File: src/hw/rtl/crsu_pkg.sv
`default_nettype none

package crsu_pkg;

  localparam int POS_W   = 16;
  localparam int VALUE_W = 64;

  localparam int IN_DATA_W  = 152;
  localparam int IN_USER_W  = 2;
  localparam int OUT_DATA_W = 8;

  typedef logic [POS_W-1:0]   pos_t;
  typedef logic [VALUE_W-1:0] value_t;

  typedef enum logic [1:0] {
    ACT_CHOICE    = 2'd0,
    ACT_BALANCE   = 2'd1,
    ACT_REPROGRAM = 2'd2,
    ACT_QUERY     = 2'd3
  } action_t;

  typedef enum logic [2:0] {
    CMP_EQ = 3'd0,
    CMP_GT = 3'd1,
    CMP_LT = 3'd2,
    CMP_GE = 3'd3,
    CMP_LE = 3'd4,
    CMP_NE = 3'd5
  } cmp_kind_t;

  typedef struct packed {
    action_t   action;
    value_t    left_value;
    value_t    right_value;
    cmp_kind_t compare_kind;
    pos_t      position;
  } req_t;

  typedef struct packed {
    logic skip;
    logic nest_error;
  } res_t;

endpackage

`default_nettype wire

File: src/hw/rtl/conditional_region_skip_unit.sv
// registered path: input register, then result register, from input request to result valid
// throughput: one request per cycle; the marker state updates in the same cycle
// that a request leaves the input register, so back-to-back requests see it
// while a result waits the empty input register still takes one request, then stalls
// reset: synchronous active-low rst_n clears valid flags and all marker state
`default_nettype none

module conditional_region_skip_unit
  import crsu_pkg::*;
(
  input  wire                   clk,
  input  wire                   rst_n,
  input  wire                   in_tvalid,
  output logic                  in_tready,
  // left_value[63:0], right_value[127:64], compare_kind[130:128], position[146:131]
  input  wire [IN_DATA_W-1:0]   in_tdata,
  // action[1:0]
  input  wire [IN_USER_W-1:0]   in_tuser,
  output logic                  out_tvalid,
  input  wire                   out_tready,
  // skip[0], nest_error[1]
  output logic [OUT_DATA_W-1:0] out_tdata
);

  logic in_valid_r;
  req_t in_req_r;
  logic out_valid_r;
  res_t out_res_r;

  logic out_free;
  logic fire;
  res_t res;
  req_t req_in;

  assign out_free  = !out_valid_r || out_tready;
  assign fire      = in_valid_r && out_free;
  assign in_tready = !in_valid_r || out_free;

  always_comb begin
    req_in.action       = action_t'(in_tuser[1:0]);
    req_in.left_value   = in_tdata[63:0];
    req_in.right_value  = in_tdata[127:64];
    req_in.compare_kind = cmp_kind_t'(in_tdata[130:128]);
    req_in.position     = pos_t'(in_tdata[146:131]);
  end

  crsu_ctrl u_ctrl (
    .clk  (clk),
    .rst_n(rst_n),
    .fire (fire),
    .req  (in_req_r),
    .res  (res)
  );

  always_ff @(posedge clk) begin
    if (!rst_n) begin
      in_valid_r  <= 1'b0;
      out_valid_r <= 1'b0;
    end else begin
      if (in_tready) begin
        in_valid_r <= in_tvalid;
      end
      if (out_free) begin
        out_valid_r <= fire;
      end
    end
  end

  always_ff @(posedge clk) begin
    if (in_tvalid && in_tready) begin
      in_req_r <= req_in;
    end
    if (fire) begin
      out_res_r <= res;
    end
  end

  assign out_tvalid = out_valid_r;
  assign out_tdata  = {{(OUT_DATA_W-2){1'b0}}, out_res_r.nest_error, out_res_r.skip};

endmodule

`default_nettype wire

File: src/hw/rtl/crsu_cmp.sv
`default_nettype none

module crsu_cmp
  import crsu_pkg::*;
(
  input  wire value_t    left_value,
  input  wire value_t    right_value,
  input  wire cmp_kind_t compare_kind,
  output logic           outcome
);

  logic eq;
  logic lt;

  assign eq = (left_value == right_value);
  assign lt = (left_value < right_value);

  always_comb begin
    case (compare_kind)
      CMP_EQ:  outcome = eq;
      CMP_GT:  outcome = !eq && !lt;
      CMP_LT:  outcome = lt;
      CMP_GE:  outcome = !lt;
      CMP_LE:  outcome = lt || eq;
      CMP_NE:  outcome = !eq;
      default: outcome = 1'b0;
    endcase
  end

endmodule

`default_nettype wire

File: src/hw/rtl/crsu_ctrl.sv
`default_nettype none

module crsu_ctrl
  import crsu_pkg::*;
(
  input  wire        clk,
  input  wire        rst_n,
  input  wire        fire,
  input  wire req_t  req,
  output res_t       res
);

  logic if_seen_r, if_seen_nxt;
  logic else_seen_r, else_seen_nxt;
  logic end_seen_r, end_seen_nxt;
  logic outcome_true_r, outcome_true_nxt;
  pos_t if_position_r, if_position_nxt;
  pos_t else_position_r, else_position_nxt;
  pos_t end_position_r, end_position_nxt;

  logic outcome;
  logic nested;
  logic after_if;
  logic before_else;
  logic after_else;
  logic before_end;
  logic query_skip;
  pos_t p;

  crsu_cmp u_cmp (
    .left_value  (req.left_value),
    .right_value (req.right_value),
    .compare_kind(req.compare_kind),
    .outcome     (outcome)
  );

  assign p           = req.position;
  assign after_if    = (if_position_r < p);
  assign before_else = (p < else_position_r);
  assign after_else  = (else_position_r < p);
  assign before_end  = (p < end_position_r);
  assign nested      = after_if && before_end;

  // skip decision for a query
  always_comb begin
    query_skip = 1'b0;
    if (if_seen_r) begin
      if (else_seen_r) begin
        if (after_if && before_else) begin
          query_skip = !outcome_true_r;
        end else if (after_else && (!end_seen_r || before_end)) begin
          query_skip = outcome_true_r;
        end
      end else if (after_if && (!end_seen_r || before_end)) begin
        query_skip = !outcome_true_r;
      end
    end
  end

  always_comb begin
    res.skip       = (req.action == ACT_QUERY) && query_skip;
    res.nest_error = (req.action == ACT_CHOICE) && nested;
  end

  always_comb begin
    if_seen_nxt       = if_seen_r;
    else_seen_nxt     = else_seen_r;
    end_seen_nxt      = end_seen_r;
    outcome_true_nxt  = outcome_true_r;
    if_position_nxt   = if_position_r;
    else_position_nxt = else_position_r;
    end_position_nxt  = end_position_r;
    if (fire) begin
      case (req.action)
        ACT_CHOICE: begin
          if (!nested) begin
            if_seen_nxt      = 1'b1;
            else_seen_nxt    = 1'b0;
            end_seen_nxt     = 1'b0;
            if_position_nxt  = p;
            outcome_true_nxt = outcome;
          end
        end
        ACT_BALANCE: begin
          else_seen_nxt     = 1'b1;
          else_position_nxt = p;
        end
        ACT_REPROGRAM: begin
          end_seen_nxt     = 1'b1;
          end_position_nxt = p;
        end
        default: begin
        end
      endcase
    end
  end

  always_ff @(posedge clk) begin
    if (!rst_n) begin
      if_seen_r       <= 1'b0;
      else_seen_r     <= 1'b0;
      end_seen_r      <= 1'b0;
      outcome_true_r  <= 1'b0;
      if_position_r   <= '0;
      else_position_r <= '0;
      end_position_r  <= '0;
    end else begin
      if_seen_r       <= if_seen_nxt;
      else_seen_r     <= else_seen_nxt;
      end_seen_r      <= end_seen_nxt;
      outcome_true_r  <= outcome_true_nxt;
      if_position_r   <= if_position_nxt;
      else_position_r <= else_position_nxt;
      end_position_r  <= end_position_nxt;
    end
  end

`ifndef SYNTHESIS
  a_choice_clears_marks: assert property (@(posedge clk) disable iff (!rst_n)
    fire && (req.action == ACT_CHOICE) && !res.nest_error
      |=> if_seen_r && !else_seen_r && !end_seen_r)
    else $error("accepted choice did not reset marks");

  a_rejected_choice_holds: assert property (@(posedge clk) disable iff (!rst_n)
    fire && res.nest_error
      |=> $stable(if_position_r) && $stable(outcome_true_r) && $stable(if_seen_r))
    else $error("rejected choice changed state");

  a_skip_needs_choice: assert property (@(posedge clk) disable iff (!rst_n)
    res.skip |-> if_seen_r && (req.action == ACT_QUERY))
    else $error("skip without recorded choice");

  a_error_only_on_choice: assert property (@(posedge clk) disable iff (!rst_n)
    res.nest_error |-> (req.action == ACT_CHOICE) && !res.skip)
    else $error("nest error on non-choice request");
`endif

endmodule

`default_nettype wire
File: config.mk
export PLATFORM = sky130hd
export DESIGN_NAME = conditional_region_skip_unit
export DESIGN_NICKNAME = d
export VERILOG_FILES = /design/src/hw/rtl/crsu_pkg.sv /design/src/hw/rtl/conditional_region_skip_unit.sv /design/src/hw/rtl/crsu_cmp.sv /design/src/hw/rtl/crsu_ctrl.sv
export SDC_FILE = /design/constraint.sdc
export NUM_CORES = 1
export LEC_CHECK = 0
export BUFFER_PORTS_ARGS = -buffer_cell sky130_fd_sc_hd__buf_2
export CAP_MARGIN = 20
export CORE_ASPECT_RATIO = 0.8
export CORE_MARGIN = 10
export CORE_UTILIZATION = 51
export CTS_CLUSTER_SIZE = 25
export DETAILED_ROUTE_END_ITERATION = 6
export PLACE_DENSITY_LB_ADDON = 0.3
export SLEW_MARGIN = 0
export SYNTH_ARGS = -nofsm -noshare
export SYNTH_HDL_FRONTEND = slang
export SYNTH_SLANG_ARGS = --single-unit
export TNS_END_PERCENT = 5
File: constraint.sdc
create_clock -name clk -period 4 [get_ports clk]
set_input_delay 0.2 -clock clk [delete_from_list [all_inputs] [get_ports clk]]
set_output_delay 0.2 -clock clk [all_outputs]
set_load 0.03 [all_outputs]
==> metrics.log, run 1 <==
INFO  metric timing.critical_path.cells = ha_1 > nand4_1 > nor3_1 > a221o_1 > a31oi_1 > a31oi_2 > buf_4 > nand3_1 > o41ai_2
INFO  metric io_buffer_count = between 150 and 200
INFO  metric p_leak = between 5 and 6 nW
INFO  metric ratio_of_cells_with_drive_above_1_in_the_final_layout = 0.187
INFO  metric synth_area_per_cell = 12.4 um2
INFO  metric detailed_place_hpwl = between 10 and 15 mm
INFO  metric die_w = approximately 170 um
INFO  metric wl_per_cell = ~18 um
INFO  metric timing.final.setup_violations = 0
INFO  metric netlist_instances = 768
INFO  metric global_route.usage.total = 0.197
INFO  metric crit_fanout = 13
INFO  metric critical_path.endpoint_type = register
INFO  metric cts-root-buf = clkbuf_16
INFO  metric initial_core_util = 0.521
INFO  metric fin_crit = 3000 ps
INFO  metric cp_slowest_stage_delay = 540 ps
INFO  metric syn2layout_area_growth = 34.7%
INFO  metric total_congestion_overflow_after_global_routing = 0
INFO  metric antenna_found_initial = 3
INFO  metric final_cell_mix = buf_2 (156), edfxtp_1 (151), dlygate4sd3_1 (150)
INFO  metric final_common_cell = buf_2
INFO  metric synth-main-ff-cell = edfxtp_1
INFO  metric cp_top_family = compound AO/OA/AOI/OAI gates
INFO  metric holdWs = ~140 ps
INFO  metric cts.sink_count = approximately 210
INFO  metric detail_route.drc_violations = 0
INFO  metric cts_max_path_bufs = 3
INFO  metric cts_tree = yes
INFO  metric die_height = about 140 um
INFO  metric status = completed
INFO  metric netlist-cell-type-count = 53
INFO  metric highest_clock_rate = 333 MHz
INFO  metric ios = approximately 170
INFO  metric grt_setup_unrepaired = no
INFO  metric count_of_flip_flops_with_a_built_in_enable_after_synthesis = 151
INFO  metric postSynthRegisterBits = between 200 and 250
INFO  metric route.detailed.vias_per_inst = about 5
INFO  metric cts-buffers-inserted = 22
INFO  metric powerDensity = 395 nW/um2
INFO  metric floorplan.rows = 44
INFO  metric route.vias.total = a little under 7000
INFO  metric clkTransAtPathRegs = about 60 ps
INFO  metric crit_arrival = about 3400 ps
INFO  metric worstPathBufferInverterCount = 1
INFO  metric startpoint_to_endpoint_class_of_the_critical_path = reg -> reg
INFO  metric finalWeightedCongestion = ~0.88
INFO  metric fp.dieArea = about 24000 um2
INFO  metric hp-class = in -> reg
INFO  metric ys_async_sr_fraction = 0
INFO  metric totalWireLength = ~25 mm
INFO  metric worstMarginPinSlew = ~960 ps
INFO  metric fin_skew = between 20 and 30 ps
INFO  metric worst_path_cell_with_the_longest_stage_delay = a31oi_2
INFO  metric clock_tree.htree_level_count = 1
INFO  metric synthesis.area = roughly 9500 um2
INFO  metric worstPathRequired = approximately 4400 ps
INFO  metric max_cap_violations = 0
INFO  metric timing.setup.tns = 0 ps
INFO  metric peakVddDrop = 0.480 mV
INFO  metric drt_first_iter_violations = 363
INFO  metric grt_pass1_wl = between 30 and 40 mm
INFO  metric coreArea = between 15000 and 20000 um2
INFO  metric critPathLaunchType = register
INFO  metric final_max_slew_viol_count = 0
INFO  metric cts_resized = 0
INFO  metric worst_skew_pair.late_latency = approximately 510 ps
INFO  metric grt_pass1_vias = 7212
INFO  metric largest_net_degree_at_the_start_of_global_routing = about 70
INFO  metric dr.pass1.iters = 5
INFO  metric relSlewSlack = 0.362
INFO  metric synth_seq_area_share = 0.592
INFO  metric min_period_over_period = 0.750
INFO  metric nets = 1356
INFO  metric finalHoldViolCount = 0
INFO  metric detail-route-antenna-nets = 0
INFO  metric yosys_warning_total = 0
worst min-delay path: cells and delay by family:
family	cells	cell delay, ps
buffers and inverters	1	80
AOI/OAI and AO/OA	1	200
and+or+nand+nor	1	100
timing repair:
item,CTS,global route
buffers inserted,0,0
endpoints found under the hold margin,150,0
hold buffers,150,0
per-stage QoR:
step | cell area, um2 | util | power [mW] | instances | worst slack, ps
2_1_floorplan | 9510 | - | 2.72 | 773 | 814
3_5_place_dp | 10500 | 0.578 | 2.88 | 1167 | 1060
6_report | 12800 | 0.701 | 5.04 | 1361 | 1000
3_3_place_gp | 10500 | 0.578 | 2.86 | 1167 | 1090
5_1_grt | 12800 | 0.701 | 5.23 | 1360 | 777
4_1_cts | 12800 | 0.701 | 5.02 | 1357 | 1020
report_power, final:
part,internal (mW),switching (mW)
registers,2.40,0.0486
clock network,1.20,0.869
logic,0.271,0.260
area by class of cell:
| type | count | area [um2] |
|---|---|---|
| Timing Repair Buffer | 311 | 2320 |
| Antenna cell | 4 | 10.0 |
| Tap cell | 253 | 317 |
| Fill cell | 1272 | 5440 |
| Clock inverter | 11 | 133 |
| Inverter | 98 | 368 |
| Sequential cell | 205 | 5620 |
| Clock buffer | 29 | 597 |
| Multi-Input combinational cell | 450 | 3420 |
metal layers:
| metal | vias up | wire length (um) | track usage |
|---|---|---|---|
| met5 | - | 0 | 0 |
| met4 | 0 | 818 | 0.0649 |
| met3 | 56 | 1210 | 0.0406 |
| met2 | 195 | 12000 | 0.348 |
| met1 | 3232 | 10500 | 0.238 |
| li1 | 3399 | - | - |
final timing paths:
check | start | end | slack [ps] | depth (start not counted)
worst max-delay path | in_req_r[15] | u_ctrl.outcome_true_r | 1000 | 9
worst min-delay path | out_tready | out_tvalid | 140 | 3
worst max register to register | in_req_r[15] | u_ctrl.outcome_true_r | 1000 | 9
worst min register to register | u_ctrl.end_position_r[7] | u_ctrl.end_position_r[7] | 450 | 2
kinds of logic (layout without fill, tap and decap cells):
kind of cell | after synthesis | count (layout) | synth area share
flip-flops | 205 | 205 | 0.592
AND/OR/NAND/NOR | 182 | 182 | 0.0980
AO/OA/AOI/OAI | 134 | 134 | 0.0949
buffers and inverters | 118 | 449 | 0.0508
adder cells (fa/ha/maj) | 110 | 110 | 0.145
multiplexers | 18 | 18 | 0.0191
other | 1 | 10 | 0.000395
Yosys cell counts (2+ instances only):
cell | instances | area [um2]
a21o_1 | 11 | 82.6
nand2_1 | 88 | 330
edfxtp_1 | 151 | 4530
o31ai_1 | 2 | 15.0
nor2b_1 | 20 | 125
and2_1 | 3 | 18.8
inv_1 | 98 | 368
a21boi_1 | 3 | 22.5
a221oi_1 | 2 | 17.5
nor2_1 | 9 | 33.8
o21a_1 | 6 | 45.0
nand4_1 | 22 | 138
dfxtp_1 | 54 | 1080
ha_1 | 110 | 1380
buf_4 | 6 | 45.0
a21oi_1 | 43 | 215
o21ai_0 | 16 | 80.1
mux2i_1 | 17 | 170
a31oi_1 | 4 | 25.0
nor4_1 | 6 | 37.5
or3_1 | 4 | 25.0
or4_4 | 3 | 33.8
nor3_1 | 8 | 40.0
a21boi_0 | 33 | 248
clkbuf_1 | 11 | 41.3
nand2b_1 | 6 | 37.5
nand3_1 | 5 | 25.0
buf_6 | 2 | 22.5
sequential cells by signal (all words and copies together), names as in the netlist:
register and flops:
u_ctrl.if_position_r 16, u_ctrl.else_position_r 16, in_req_r 149, u_ctrl.outcome_true_r 1, u_ctrl.end_position_r 16, out_tvalid 1, u_ctrl.if_seen_r 1, out_tdata 2
u_ctrl.end_seen_r 1, in_valid_r 1, u_ctrl.else_seen_r 1
Note: power is estimated with default switching activity, not from simulation.
==> inputs of run 2 (changes only) <==
==> constraint.sdc (replaced) <==
create_clock -name clk -period 2.55 [get_ports clk]
set_input_delay 0.1275 -clock clk [delete_from_list [all_inputs] [get_ports clk]]
set_output_delay 0.1275 -clock clk [all_outputs]
set_load 0.03 [all_outputs]
==> run 2 against run 1 <==
The flow now finishes with violations (negative setup slack). Power increased by 52%. Routed wire length increased by 2.3%. Sequential power increased by 56%. Largest power group unchanged. Highest routed layer unchanged. Critical path depth decreased by 1. Critical endpoint unchanged.
==> metrics.log, run 2 (synthesized netlist as in run 1, its figures left out) <==
INFO  metric cts_tree = yes
INFO  metric clock_tree.htree_level_count = 1
INFO  metric final_common_cell = buf_2
INFO  metric critical_path.endpoint_type = register
INFO  metric detail-route-antenna-nets = 0
INFO  metric largest_register = in_req_r
INFO  metric min_period_over_period = 1.01
INFO  metric cts-root-buf = clkbuf_16
INFO  metric netSwitchingPower = about 1.8 mW
INFO  metric cts_max_path_bufs = 3
INFO  metric finalHoldViolCount = 0
INFO  metric wl_per_cell = around 18 um
INFO  metric detail_route.drc_violations = 0
INFO  metric startpoint_to_endpoint_class_of_the_critical_path = reg -> reg
INFO  metric final_cell_mix = buf_2 (156), dlygate4sd3_1 (151), edfxtp_1 (151)
INFO  metric fin_skew = approximately 8 ps
INFO  metric dr.pass1.iters = 4
INFO  metric highest_clock_rate = between 300 and 400 MHz
INFO  metric share_clk_of_total_power = 0.381
INFO  metric drt_first_iter_violations = 390
INFO  metric finalWeightedCongestion = about 0.8
INFO  metric relSlewSlack = 0.457
INFO  metric global_route.usage.total = 0.198
INFO  metric cts.sink_count = a little over 200
INFO  metric timing.final.setup_violations = 1
INFO  metric clkTransAtPathRegs = approximately 60 ps
INFO  metric placed_area = ~11000 um2
INFO  metric antenna_found_initial = 6
INFO  metric totalWireLength = between 20 and 30 mm
INFO  metric final_max_slew_viol_count = 0
INFO  metric floorplan.rows = 44
INFO  metric crit_arrival = ~3000 ps
INFO  metric powerDensity = between 500 and 600 nW/um2
INFO  metric worst_path_cell_with_the_longest_stage_delay = or4_4
INFO  metric detailed_place_hpwl = 15.2 mm
INFO  metric largest_net_degree_at_the_start_of_global_routing = 42
INFO  metric route.detailed.vias_per_inst = 5.09
INFO  metric seqPwrFrac = 0.500
INFO  metric total_congestion_overflow_after_global_routing = 0
INFO  metric holdWs = 164 ps
INFO  metric ios = ~170
INFO  metric number_of_flip_flops_under_the_largest_register_name = about 150
INFO  metric initial_core_util = 0.521
INFO  metric io_buffer_count = 156
INFO  metric syn2layout_area_growth = 38.8%
INFO  metric grt_pass1_vias = between 7000 and 8000
INFO  metric max_cap_violations = 0
INFO  metric fin_crit = around 2600 ps
INFO  metric hp-class = in -> reg
INFO  metric ratio_of_cells_with_drive_above_1_in_the_final_layout = 0.225
INFO  metric worst_skew_pair.late_latency = ~500 ps
INFO  metric die_height = about 140 um
INFO  metric timing.critical_path.cells = ha_1 > nand4_4 > or4_4 > nor2_2 > o41a_1 > nor3_1 > o2111a_1 > o41ai_2
INFO  metric fp.dieArea = 24500 um2
INFO  metric status = finished with violations
INFO  metric cts-buffers-inserted = 21
INFO  metric critPathLaunchType = register
INFO  metric failed_checks = negative setup slack
INFO  metric worstPathRequired = between 2000 and 3000 ps
INFO  metric worstMarginPinSlew = just over 800 ps
INFO  metric grt_setup_unrepaired = yes
INFO  metric finalInstanceArea = approximately 13000 um2
INFO  metric setup_ws = -15.3 ps
INFO  metric nets = between 1000 and 1500
INFO  metric swShare = 0.232
INFO  metric cp_slowest_stage_delay = just under 600 ps
INFO  metric cellInternalPower = approximately 5.9 mW
INFO  metric die_w = around 170 um
INFO  metric coreArea = between 15000 and 20000 um2
INFO  metric p_leak = between 5 and 6 nW
INFO  metric peakVddDrop = about 0.55 mV
INFO  metric combPwrFrac = 0.119
INFO  metric grt_pass1_wl = around 39 mm
INFO  metric crit_fanout = 5
INFO  metric route.vias.total = between 7000 and 8000
==> run 2: critical path: cells and delay by family (launching register included) <==
| kind | cells | cell delay (ps) |
|---|---|---|
| compound gates | 3 | 740 |
| fa+ha+maj | 1 | 360 |
| flops | 1 | 400 |
| simple gates | 4 | 950 |
==> run 2: power groups by stage <==
stage	registers [mW]	logic [mW]	clock network (mW)
finish	3.83	0.912	2.91
global route	3.84	1.01	3.11
CTS	3.82	0.851	2.97
detailed placement	3.89	0.658	0
global placement	3.89	0.639	0
floorplan	3.89	0.380	0
==> run 2: routing by layer <==
metal | GRT usage | vias up | share of wire
li1 | - | 3464 | -
met3 | 0.0469 | 49 | 0.057
met1 | 0.240 | 3380 | 0.43
met5 | 0 | - | 0
met2 | 0.342 | 202 | 0.48
met4 | 0.0667 | 0 | 0.027
==> run 2: cell type report <==
class | count | area [um2]
Clock inverter | 11 | 83.8
Multi-Input combinational cell | 450 | 3600
Timing Repair Buffer | 343 | 2620
Inverter | 98 | 368
Sequential cell | 205 | 5620
Fill cell | 1180 | 5050
Tap cell | 253 | 317
Clock buffer | 27 | 558
Antenna cell | 6 | 15.0
==> run 2: repair_timing <==
action	CTS	global route
setup endpoints to repair	9	22
hold endpoints to repair	151	0
gates cloned	0	1
buffers inserted	0	4
hold buffers	151	0
resized for setup	3	31
pin swaps	5	15
==> run 2: final timing paths <==
kind	from	end	slack, ps	depth (start not counted)
max	in_req_r[127]	u_ctrl.outcome_true_r	-20	8
min reg2reg	u_ctrl.end_position_r[14]	u_ctrl.end_position_r[14]	460	2
min	rst_n	u_ctrl.if_seen_r	160	2
max reg2reg	in_req_r[127]	u_ctrl.outcome_true_r	-20	8
==> run 2: stage by stage <==
step	setup WS [ps]	TNS, ps	std cells	power (mW)	util
6_report	-15.3	-15.3	1393	7.66	0.723
3_5_place_dp	-27.8	-76.4	1193	4.55	0.591
4_1_cts	2.82	0	1382	7.64	0.710
2_1_floorplan	92.7	0	773	4.27	-
3_3_place_gp	-7.77	-7.77	1193	4.53	0.591
5_1_grt	-79.9	-597	1393	7.96	0.723
